**src/design/lnbt_pkg.sv**
```systemverilog
`default_nettype none
// ----------------------------------------------------------------------------
// lnbt_pkg
// Shared types and constants for the LRU node bucket table.
// ----------------------------------------------------------------------------
package lnbt_pkg;

    // Default table geometry
    localparam int ENTRIES_DEF = 8;
    localparam int ID_BITS_DEF = 64;

    // Fixed field widths of the stream words
    localparam int NODE_ID_W  = 64;
    localparam int ADDR_W     = 32;
    localparam int PORT_W     = 16;
    localparam int PREFIX_W   = 7;
    localparam int OCC_W      = 4;
    localparam int CAP_W      = 4;

    // Packed word widths, padded to whole bytes
    localparam int S_DATA_W = 120;
    localparam int M_DATA_W = 72;

    // Capacity register after reset
    localparam logic [CAP_W-1:0] CAP_RESET = 4'd8;

    // Result of one insert, handed from the table to the output register
    typedef struct packed {
        logic                 was_present;
        logic                 evicted;
        logic [NODE_ID_W-1:0] evicted_id;
        logic [OCC_W-1:0]     occupancy;
    } t_result;

endpackage
`default_nettype wire

```
**src/design/lnbt_table.sv**
```systemverilog
`default_nettype none
// ----------------------------------------------------------------------------
// lnbt_table
// Register-held peer table: parallel identifier compare, rank-based age
// update, victim and free-slot selection. Updates when i_en is high.
// ----------------------------------------------------------------------------
module lnbt_table #(
    parameter int ENTRIES = lnbt_pkg::ENTRIES_DEF,
    parameter int ID_BITS = lnbt_pkg::ID_BITS_DEF
) (
    input  wire                            i_clk,
    input  wire                            i_rst_n,
    input  wire                            i_en,
    input  wire [ID_BITS-1:0]              i_id,
    input  wire [lnbt_pkg::ADDR_W-1:0]     i_addr,
    input  wire [lnbt_pkg::PORT_W-1:0]     i_port,
    input  wire [lnbt_pkg::PREFIX_W-1:0]   i_prefix,
    input  wire [lnbt_pkg::CAP_W-1:0]      i_capacity,
    output lnbt_pkg::t_result              o_result
);

    localparam int AGE_W = $clog2(ENTRIES);
    localparam int CNT_W = $clog2(ENTRIES + 1);
    localparam int CMP_W = (CNT_W > lnbt_pkg::CAP_W) ? CNT_W : lnbt_pkg::CAP_W;

    // Slot payload (no reset) and control state
    logic [ID_BITS-1:0]            r_slot_id     [ENTRIES];
    logic [lnbt_pkg::ADDR_W-1:0]   r_slot_addr   [ENTRIES];
    logic [lnbt_pkg::PORT_W-1:0]   r_slot_port   [ENTRIES];
    logic [lnbt_pkg::PREFIX_W-1:0] r_slot_prefix [ENTRIES];
    logic [ENTRIES-1:0]            r_valid;
    logic [AGE_W-1:0]              r_age         [ENTRIES];
    logic [CNT_W-1:0]              r_occ;

    logic [ENTRIES-1:0] hit_vec;
    logic [ENTRIES-1:0] hit_oh;
    logic [ENTRIES-1:0] old_vec;
    logic [ENTRIES-1:0] free_oh;
    logic [ENTRIES-1:0] tgt_oh;
    logic               hit;
    logic               hit_seen;
    logic               free_seen;
    logic               full;
    logic               evict;
    logic [AGE_W-1:0]   hit_age;
    logic [AGE_W-1:0]   oldest_rank;
    logic [CMP_W-1:0]   eff_cap;
    logic [ID_BITS-1:0] ev_id;
    logic [CNT_W-1:0]   n_occ;

    // Effective capacity: zero reads as one, clipped to the table size
    always_comb begin
        priority if (i_capacity == '0) begin
            eff_cap = CMP_W'(1);
        end else if (CMP_W'(i_capacity) > CMP_W'(ENTRIES)) begin
            eff_cap = CMP_W'(ENTRIES);
        end else begin
            eff_cap = CMP_W'(i_capacity);
        end
    end

    // Compare, first hit, oldest valid slot and first free slot
    always_comb begin
        hit_seen    = 1'b0;
        free_seen   = 1'b0;
        hit_oh      = '0;
        free_oh     = '0;
        hit_age     = '0;
        oldest_rank = AGE_W'(r_occ - CNT_W'(1));
        for (int i = 0; i < ENTRIES; i++) begin
            hit_vec[i] = r_valid[i] && (r_slot_id[i] == i_id);
            old_vec[i] = r_valid[i] && (r_age[i] == oldest_rank);
            if (hit_vec[i] && !hit_seen) begin
                hit_oh[i] = 1'b1;
                hit_seen  = 1'b1;
            end
            if (!r_valid[i] && !free_seen) begin
                free_oh[i] = 1'b1;
                free_seen  = 1'b1;
            end
            hit_age = hit_age | (hit_oh[i] ? r_age[i] : '0);
        end
        hit = |hit_vec;
    end

    // Decision: refresh, evict oldest, or fill a free slot
    always_comb begin
        full  = CMP_W'(r_occ) >= eff_cap;
        evict = !hit && full;
        ev_id = '0;
        for (int i = 0; i < ENTRIES; i++) begin
            ev_id = ev_id | ((evict && old_vec[i]) ? r_slot_id[i] : '0);
        end
        priority if (hit) begin
            tgt_oh = hit_oh;
        end else if (full) begin
            tgt_oh = old_vec;
        end else begin
            tgt_oh = free_oh;
        end
        n_occ = (!hit && !full) ? r_occ + CNT_W'(1) : r_occ;

        o_result.was_present = hit;
        o_result.evicted     = evict;
        o_result.evicted_id  = lnbt_pkg::NODE_ID_W'(ev_id);
        o_result.occupancy   = lnbt_pkg::OCC_W'(n_occ);
    end

    // Valid bits, ranks and fill count
    always_ff @(posedge i_clk) begin
        if (!i_rst_n) begin
            r_valid <= '0;
            r_occ   <= '0;
            for (int i = 0; i < ENTRIES; i++) begin
                r_age[i] <= '0;
            end
        end else if (i_en) begin
            r_occ <= n_occ;
            for (int i = 0; i < ENTRIES; i++) begin
                if (tgt_oh[i]) begin
                    r_valid[i] <= 1'b1;
                    r_age[i]   <= '0;
                end else if (r_valid[i] && (!hit || (r_age[i] < hit_age))) begin
                    r_age[i] <= r_age[i] + AGE_W'(1);
                end
            end
        end
    end

    // Record write into the target slot
    always_ff @(posedge i_clk) begin
        if (i_en) begin
            for (int i = 0; i < ENTRIES; i++) begin
                if (tgt_oh[i]) begin
                    r_slot_id[i]     <= i_id;
                    r_slot_addr[i]   <= i_addr;
                    r_slot_port[i]   <= i_port;
                    r_slot_prefix[i] <= i_prefix;
                end
            end
        end
    end

endmodule
`default_nettype wire

```
**src/design/lru_node_bucket_table_top.sv**
```systemverilog
`default_nettype none
// An accepted input word passes the input and result registers to the master side.
// Throughput: one word per cycle unless m_axis_tready stalls; lookup, age update and
// write back all sit in one stage between the input register and the result register.
// Reset (synchronous, active low) clears the valid bits, ranks and fill count and sets
// capacity to 8; slot records are not cleared, so there is no clearing pass.
// ----------------------------------------------------------------------------
// lru_node_bucket_table_top
// Least-recently-seen peer table with stream input, stream result and a
// capacity register.
// ----------------------------------------------------------------------------
module lru_node_bucket_table_top #(
    parameter int ENTRIES = lnbt_pkg::ENTRIES_DEF,
    parameter int ID_BITS = lnbt_pkg::ID_BITS_DEF
) (
    input  wire                             i_clk,
    input  wire                             i_rst_n,
    // capacity register
    input  wire                             i_cfg_we,
    input  wire [lnbt_pkg::CAP_W-1:0]       i_cfg_wdata,
    // input words
    input  wire                             s_axis_tvalid,
    output logic                            s_axis_tready,
    // node_id[63:0], peer_addr[95:64], peer_port[111:96], prefix_len[118:112]
    input  wire [lnbt_pkg::S_DATA_W-1:0]    s_axis_tdata,
    // result words
    output logic                            m_axis_tvalid,
    input  wire                             m_axis_tready,
    // was_present[0], evicted[1], evicted_id[65:2], occupancy[69:66]
    output logic [lnbt_pkg::M_DATA_W-1:0]   m_axis_tdata
);

    localparam int ADDR_LO   = lnbt_pkg::NODE_ID_W;
    localparam int PORT_LO   = ADDR_LO + lnbt_pkg::ADDR_W;
    localparam int PREFIX_LO = PORT_LO + lnbt_pkg::PORT_W;
    localparam int RES_W     = $bits(lnbt_pkg::t_result);

    logic [lnbt_pkg::CAP_W-1:0]    r_capacity;
    logic                          r_in_valid;
    logic [ID_BITS-1:0]            r_in_id;
    logic [lnbt_pkg::ADDR_W-1:0]   r_in_addr;
    logic [lnbt_pkg::PORT_W-1:0]   r_in_port;
    logic [lnbt_pkg::PREFIX_W-1:0] r_in_prefix;
    logic                          r_out_valid;
    lnbt_pkg::t_result             r_out;
    lnbt_pkg::t_result             result;
    logic                          advance;

    // Handshake: the table stage moves when the result register can take a word
    assign advance       = r_in_valid && (!r_out_valid || m_axis_tready);
    assign s_axis_tready = !r_in_valid || advance;
    assign m_axis_tvalid = r_out_valid;
    assign m_axis_tdata  = {{(lnbt_pkg::M_DATA_W - RES_W){1'b0}},
                            r_out.occupancy, r_out.evicted_id,
                            r_out.evicted, r_out.was_present};

    // Capacity register
    always_ff @(posedge i_clk) begin
        if (!i_rst_n) begin
            r_capacity <= lnbt_pkg::CAP_RESET;
        end else if (i_cfg_we) begin
            r_capacity <= i_cfg_wdata;
        end
    end

    // Input register control
    always_ff @(posedge i_clk) begin
        if (!i_rst_n) begin
            r_in_valid <= 1'b0;
        end else if (s_axis_tready) begin
            r_in_valid <= s_axis_tvalid;
        end
    end

    // Input register payload; identifier narrowed to the table width
    always_ff @(posedge i_clk) begin
        if (s_axis_tvalid && s_axis_tready) begin
            r_in_id     <= s_axis_tdata[ID_BITS-1:0];
            r_in_addr   <= s_axis_tdata[PORT_LO-1:ADDR_LO];
            r_in_port   <= s_axis_tdata[PREFIX_LO-1:PORT_LO];
            r_in_prefix <= s_axis_tdata[PREFIX_LO+lnbt_pkg::PREFIX_W-1:PREFIX_LO];
        end
    end

    lnbt_table #(
        .ENTRIES (ENTRIES),
        .ID_BITS (ID_BITS)
    ) u_table (
        .i_clk      (i_clk),
        .i_rst_n    (i_rst_n),
        .i_en       (advance),
        .i_id       (r_in_id),
        .i_addr     (r_in_addr),
        .i_port     (r_in_port),
        .i_prefix   (r_in_prefix),
        .i_capacity (r_capacity),
        .o_result   (result)
    );

    // Result register control
    always_ff @(posedge i_clk) begin
        if (!i_rst_n) begin
            r_out_valid <= 1'b0;
        end else if (advance) begin
            r_out_valid <= 1'b1;
        end else if (m_axis_tready) begin
            r_out_valid <= 1'b0;
        end
    end

    // Result register payload
    always_ff @(posedge i_clk) begin
        if (advance) begin
            r_out <= result;
        end
    end

`ifndef SYNTHESIS
    // A refresh never evicts
    a_hit_no_evict: assert property (@(posedge i_clk) disable iff (!i_rst_n)
        r_out_valid |-> !(r_out.was_present && r_out.evicted))
        else $error("result reports both hit and eviction");

    // Evicted identifier is zero unless an entry was removed
    a_evict_id_zero: assert property (@(posedge i_clk) disable iff (!i_rst_n)
        (r_out_valid && !r_out.evicted) |-> (r_out.evicted_id == '0))
        else $error("evicted identifier set without eviction");

    // A word waiting in the input register stays until the table stage takes it
    a_in_hold: assert property (@(posedge i_clk) disable iff (!i_rst_n)
        (r_in_valid && !advance) |=> (r_in_valid && $stable(r_in_id)))
        else $error("pending input word lost");
`endif

endmodule
`default_nettype wire
```
**config.mk**
```make
export PLATFORM = sky130hd
export DESIGN_NAME = lru_node_bucket_table_top
export DESIGN_NICKNAME = d
export VERILOG_FILES = /design/src/design/lnbt_pkg.sv /design/src/design/lnbt_table.sv /design/src/design/lru_node_bucket_table_top.sv
export SDC_FILE = /design/constraint.sdc
export NUM_CORES = 1
export LEC_CHECK = 0
export BUFFER_PORTS_ARGS = -buffer_cell sky130_fd_sc_hd__buf_2
export CORE_MARGIN = 2
export CORE_UTILIZATION = 28
export DETAILED_ROUTE_END_ITERATION = 10
export PLACE_DENSITY = 0.51
export SLEW_MARGIN = 20
export SYNTH_ARGS = -nofsm -noshare
export SYNTH_HDL_FRONTEND = slang
export SYNTH_SLANG_ARGS = --single-unit
```
**constraint.sdc**
```tcl
create_clock -name i_clk -period 9.63 [get_ports i_clk]
set_input_delay 0.4815 -clock i_clk [delete_from_list [all_inputs] [get_ports i_clk]]
set_output_delay 0.4815 -clock i_clk [all_outputs]
set_load 0.1 [all_outputs]
```
# After elaboration in Yosys (flattened, before gate mapping)
# Memories as Yosys holds them, arrays and structs flattened.
# Cells that the tools add are included.
[word_totals]
mem_bits_rw = 536
register_bits = 152
out_inout_bits = 74
input_bits = 129
memories = 2
wordCells = 328
[mem_list]
columns = ["name", "words", "width", "rd", "rd_clocked_by_memory_dff", "write_ports", "line", "text"]
rows = [
  ["u_table.r_slot_id", 8, 64, 8, 0, 8, "lnbt_table.sv:27", "logic [ID_BITS-1:0] r_slot_id [ENTRIES];"],
  ["u_table.r_age", 8, 3, 8, 0, 8, "lnbt_table.sv:32", "logic [AGE_W-1:0] r_age [ENTRIES];"],
]
[classes]
order_cmp = 10
n_eq_ne = 16
bitwise_logic = 30
reduce_logical = 95
mux = 148
add_sub_neg = 10
[ops]
columns = ["cell", "count"]
rows = [
  ["equality test 64 bit", 8],
  ["two-way mux 64 bit", 8],
  ["OR 64 bit", 7],
  ["two-way mux 1 bit", 111],
  ["two-way mux 3 bit", 24],
  ["logical AND 1 bit", 50],
  ["adder 3 x 1 -> 3 bit (second input constant)", 8],
  ["equality test 3 bit", 8],
  ["logical NOT 1 bit", 24],
  ["< comparator 3 bit", 8],
  ["OR 3 bit", 7],
  ["two-way mux 8 bit", 2],
  ["OR 1 bit", 16],
  ["AND reduction 2 bit", 8],
  ["two-way mux 4 bit", 3],
  ["logical OR 1 bit", 10],
  ["OR reduction 8 bit", 1],
  ["adder 4 x 1 -> 4 bit (second input constant)", 1],
  ["greater-or-equal comparator 4 bit", 1],
  ["> comparator 4 bit (second input constant)", 1],
  ["logical NOT 4 bit", 1],
  ["subtractor 3 x 1 -> 3 bit (second input constant)", 1],
  ["nonzero test 2 bit", 1],
]

# Logic depth before layout (Yosys ltp)
# An unclocked memory read counts as a cell.
[depth]
depth_word = 36
depth_mapped = 16
mapped_depth_nobuf = 15

# By module
# Synthesis repeated with hierarchy kept, for this count alone.
[hier_totals]
cells_unflattened = 2740
area_unflattened_um2 = 35820.6
[by_module_without_submodules]
columns = ["module", "n_inst", "area_per_inst_um2", "seq_area_each_um2", "cells_each"]
rows = [
  ["lnbt_table", 1, 29868.6, 16335.7, 2526],
  ["lru_node_bucket_table_top", 1, 5952.0, 5795.6, 214],
]

# Worst setup path before layout
# OpenSTA, ideal clock, no wires.
[synth_path]
path_kind = "register to register"
start = "register u_table.r_occ[0]"
end = "memory u_table.r_slot_id[1][128] (netlist bit) (enable)"
stages_incl_launch_ff = 11
path_slack_ns = 0.444
n_path_buf = 1
setup_time_ns = 0.647
synth_period_minus_slack_ns = 9.186
t_arrival_ns = 8.539
required_ns = 8.983
path_cell_list = "dfxtp_1 -> clkbuf_1 -> inv_1 -> ha_1 -> xor2_1 -> xnor2_1 -> nand4_1 -> nand2b_1 -> a21oi_1 -> nor2_1 -> nor4_1"
[synth_lines]
columns = ["element", "line", "text"]
rows = [
  ["from (decl)", "lnbt_table.sv:33", "logic [CNT_W-1:0] r_occ;"],
  ["from (signal assigned)", "lnbt_table.sv:118", "r_occ <= n_occ;"],
  ["to (decl)", "lnbt_table.sv:27", ""],
]

==> results.cfg <==
[pwr]
leakagePower_nw = 13.19
p_switching_mw = 1.942
clockPowerShare_pct = 44.6
swShare_pct = 26.37
p_per_area_nw_per_um2 = 180.3
power.internal_mw = 5.423
ir_drop_v = 0.0001282
pwr-share-seq_pct = 46.8
p_comb_share_pct = 8.7

[clock_tree]
cts_max_level = 3
ctsRootBufferMaster = clkbuf_16
cts_resized = 0
postCtsSetupBuffers = 0
numCtsBuffers = 84
hold_buffers = 60
cts_buffer_depth = 3
cts.clk_slew.worst_paths_ps = 70
cts.sinks = 688
cts_tree = yes
worstSkewPairLatency_ps = 700

[sta]
worst_pin_slew_ps = 1316
finalSetupViolCount = 0
fmax_ghz = 0.1433
final-hold-violation-count = 0
rsz0062_at_grt = false
whs_ps = 38.43
final.setup.tns_ps = 0
finalCritPeriodShare_pct = 72.48
finalCriticalPeriod_ps = 6980
fin_ws_ps = 2650
drv_slew = 0
slew_headroom_pct = 11.44
fin_worst_skew_ps = 47.05

[setup_path]
rrSetupSlack_ps = 2650
cp-start-kind = flip-flop
critPathKind = flip-flop to flip-flop
arrival_ps = 7330
cp.required_ps = 9980
worst_path_dominant_cell_family = simple AND/OR/NAND/NOR gates
critPathCaptureType = flip-flop
worstPathCellList = xor2_1, or4_1, nor4_1, nand4_1, nor2_1, or3_1, nor3b_1, buf_4, nand2_1, nor2_4, buf_4, a222oi_1, nand4_1
crit_buf_inv = 2
cp_max_fo = 29
timing.critical_path.slowest_cell_delay_ps = 1050
slowest_stage = a222oi_1

[layout]
ff_latch_area_sq_um = 20480
area_growth_pct = 17.66
drive_gt1_share_pct = 13.39
multi_input_area_sq_um = 13360
utilization_pct = 33.12
fin_area_sq_um = 40850
fill_cells = 12470
diodes = 0
fin_nets = 3156

[min_path]
min_path_type = input port to flip-flop

[logic_synthesis]
syn_inst = 2792
synth_edf_count = 670
yosys.area.top_type = edfxtp_1
yosysWarnings = 0
async_reset_ff_share_pct = 0
ys_types = 100
avgSynthCellArea_sq_um = 12.43
ys_ff_latch = 688
syn_area_sq_um = 34720
synthFlopType = edfxtp_1
synthTopCellsByArea = edfxtp_1, xnor2_1, nand4_1
synth_top_area_share_pct = 57.95
yosysSeqAreaShare_pct = 58.99

[floorplanning]
die_w_microns = 356.1
num_rows = 129
initial_core_util_pct = 28.15
dieArea_sq_um = 126800
die_y_microns = 356.1
io_pins = 203
core-area_sq_um = 123300

[drt]
post-route-drc-count = 0
via_count = 27070
met3_length_mm = 14.10
viasPerCell = 5.740
wl_met1_mm = 70.49
wirelength_mm = 175.0
drt-initial-drc-count = 4072
routed-wl-met2_mm = 76.60
postRouteAntennaNets = 0
routedWlPerCell_microns = 37.11
top_layer = met5
dr.pass1.iters = 9

[global_routing]
grt_pass1_vias = 25420
grt.overflow.total = 0
grt_usage_pct = 26.90
grt_pass1_wl_mm = 230.0
grt_max_degree = 65
antenna_found_initial = 2

[flow_run]
maxCapViolations = 0

[status]
status = finished, final reports clean

[place]
dp_hpwl_mm = 132.6
placement.io_buffers = 144
placedInstanceArea_sq_um = 37450
gp_congestion = 1.080
place_ws_ps = 2955
[worst register-to-register path, cell delays in order, from the launching register on]
cell and delay (ps):
edfxtp_1 920, xor2_1 270, or4_1 650, nor4_1 790, nand4_1 500, nor2_1 910
or3_1 240, nor3b_1 60, buf_4 200, nand2_1 220, nor2_4 150, buf_4 380
a222oi_1 1090, nand4_1 290
[layout by cell type, fill, tap and decap left out, drive strengths merged, types with 64 or more instances in the layout]
master,netlist,routed
nor4,97,97
nor2,99,99
nor2b,64,64
nand4,201,201
nand2b,188,188
nand2,135,135
edfxtp,670,670
xnor2,292,292
buf,83,216
xor2,112,112
a22oi,69,69
clkbuf,59,95
nand3,120,120
inv,74,80
[cell type report]
| type | count | share of cell area (%) |
|---|---|---|
| multi-input combinational | 1889 | 32.70 |
| clock buffer | 95 | 5.321 |
| timing repair buffer | 276 | 4.619 |
| inverter | 74 | 0.6862 |
| tap | 1637 | 5.015 |
| clock inverter | 56 | 1.522 |
| sequential | 688 | 50.14 |
[synth_stat cells (54+ instances only)]
cell and n:
nor3_1 55, a222oi_1 54, nor2b_1 63, nor2_1 98, nand2b_1 188, buf_2 54, nand3_1 120, nand2_1 135
edfxtp_1 670, nand4_1 200, xor2_1 112, nor4_1 92, xnor2_1 290, clkbuf_1 58, inv_1 74, a22oi_1 68
[power by group through the flow]
| stage | registers (mW) | clock network (mW) | logic, mW |
|---|---|---|---|
| 2_1_floorplan | 3.53 | 0 | 0.285 |
| 3_3_place_gp | 3.50 | 0 | 0.607 |
| 3_5_place_dp | 3.51 | 0 | 0.602 |
| 4_1_cts | 3.44 | 3.33 | 0.623 |
| 5_1_grt | 3.45 | 3.44 | 0.648 |
| 6_report | 3.45 | 3.28 | 0.637 |
[metal layers]
layer	vias to the layer above	GRT usage [%]
met4	2	18.19
met1	13800	35.02
met5	-	0
met3	342	5.132
li1	11310	-
met2	1609	40.57
[logic make-up (layout without fill, tap and decap cells)]
family | count (synthesis) | after routing | synth area share (%)
XOR/XNOR | 404 | 404 | 10.24
AND/OR/NAND/NOR | 1053 | 1053 | 17.36
AO/OA/AOI/OAI | 409 | 409 | 9.767
buffers and inverters | 216 | 501 | 2.891
other | 1 | 2 | 0.01080
flip-flops | 688 | 688 | 58.99
multiplexers | 7 | 7 | 0.2379
adder cells (fa/ha/maj) | 14 | 14 | 0.5046
[per-stage QoR]
stage,power (mW),instances
2_1_floorplan,3.813,2793
3_3_place_gp,4.111,4504
3_5_place_dp,4.107,4504
4_1_cts,7.396,4715
5_1_grt,7.536,4715
6_report,7.365,4715
[final timing paths]
kind	from	end	cells after the start
hold reg to reg	r_in_valid$_SDFFE_PN0N_	m_axis_tvalid$_SDFFE_PN0P_	2
setup reg to reg	r_in_id[1]$_DFFE_PP_	m_axis_tdata[59]$_DFFE_PP_	13
hold / removal	s_axis_tdata[61]	r_in_id[61]$_DFFE_PP_	1
setup / recovery	r_in_id[1]$_DFFE_PP_	m_axis_tdata[59]$_DFFE_PP_	13
[sequential cells by signal, indices dropped and copies added (netlist names)]
name,cells
m_axis_tvalid,1
r_in_valid,1
u_table.r_occ,4
u_table.r_age,24
u_table.r_slot_id,512
r_in_id,64
u_table.r_valid,8
m_axis_tdata,70
r_capacity,4
(Power assumes the default switching activity.)
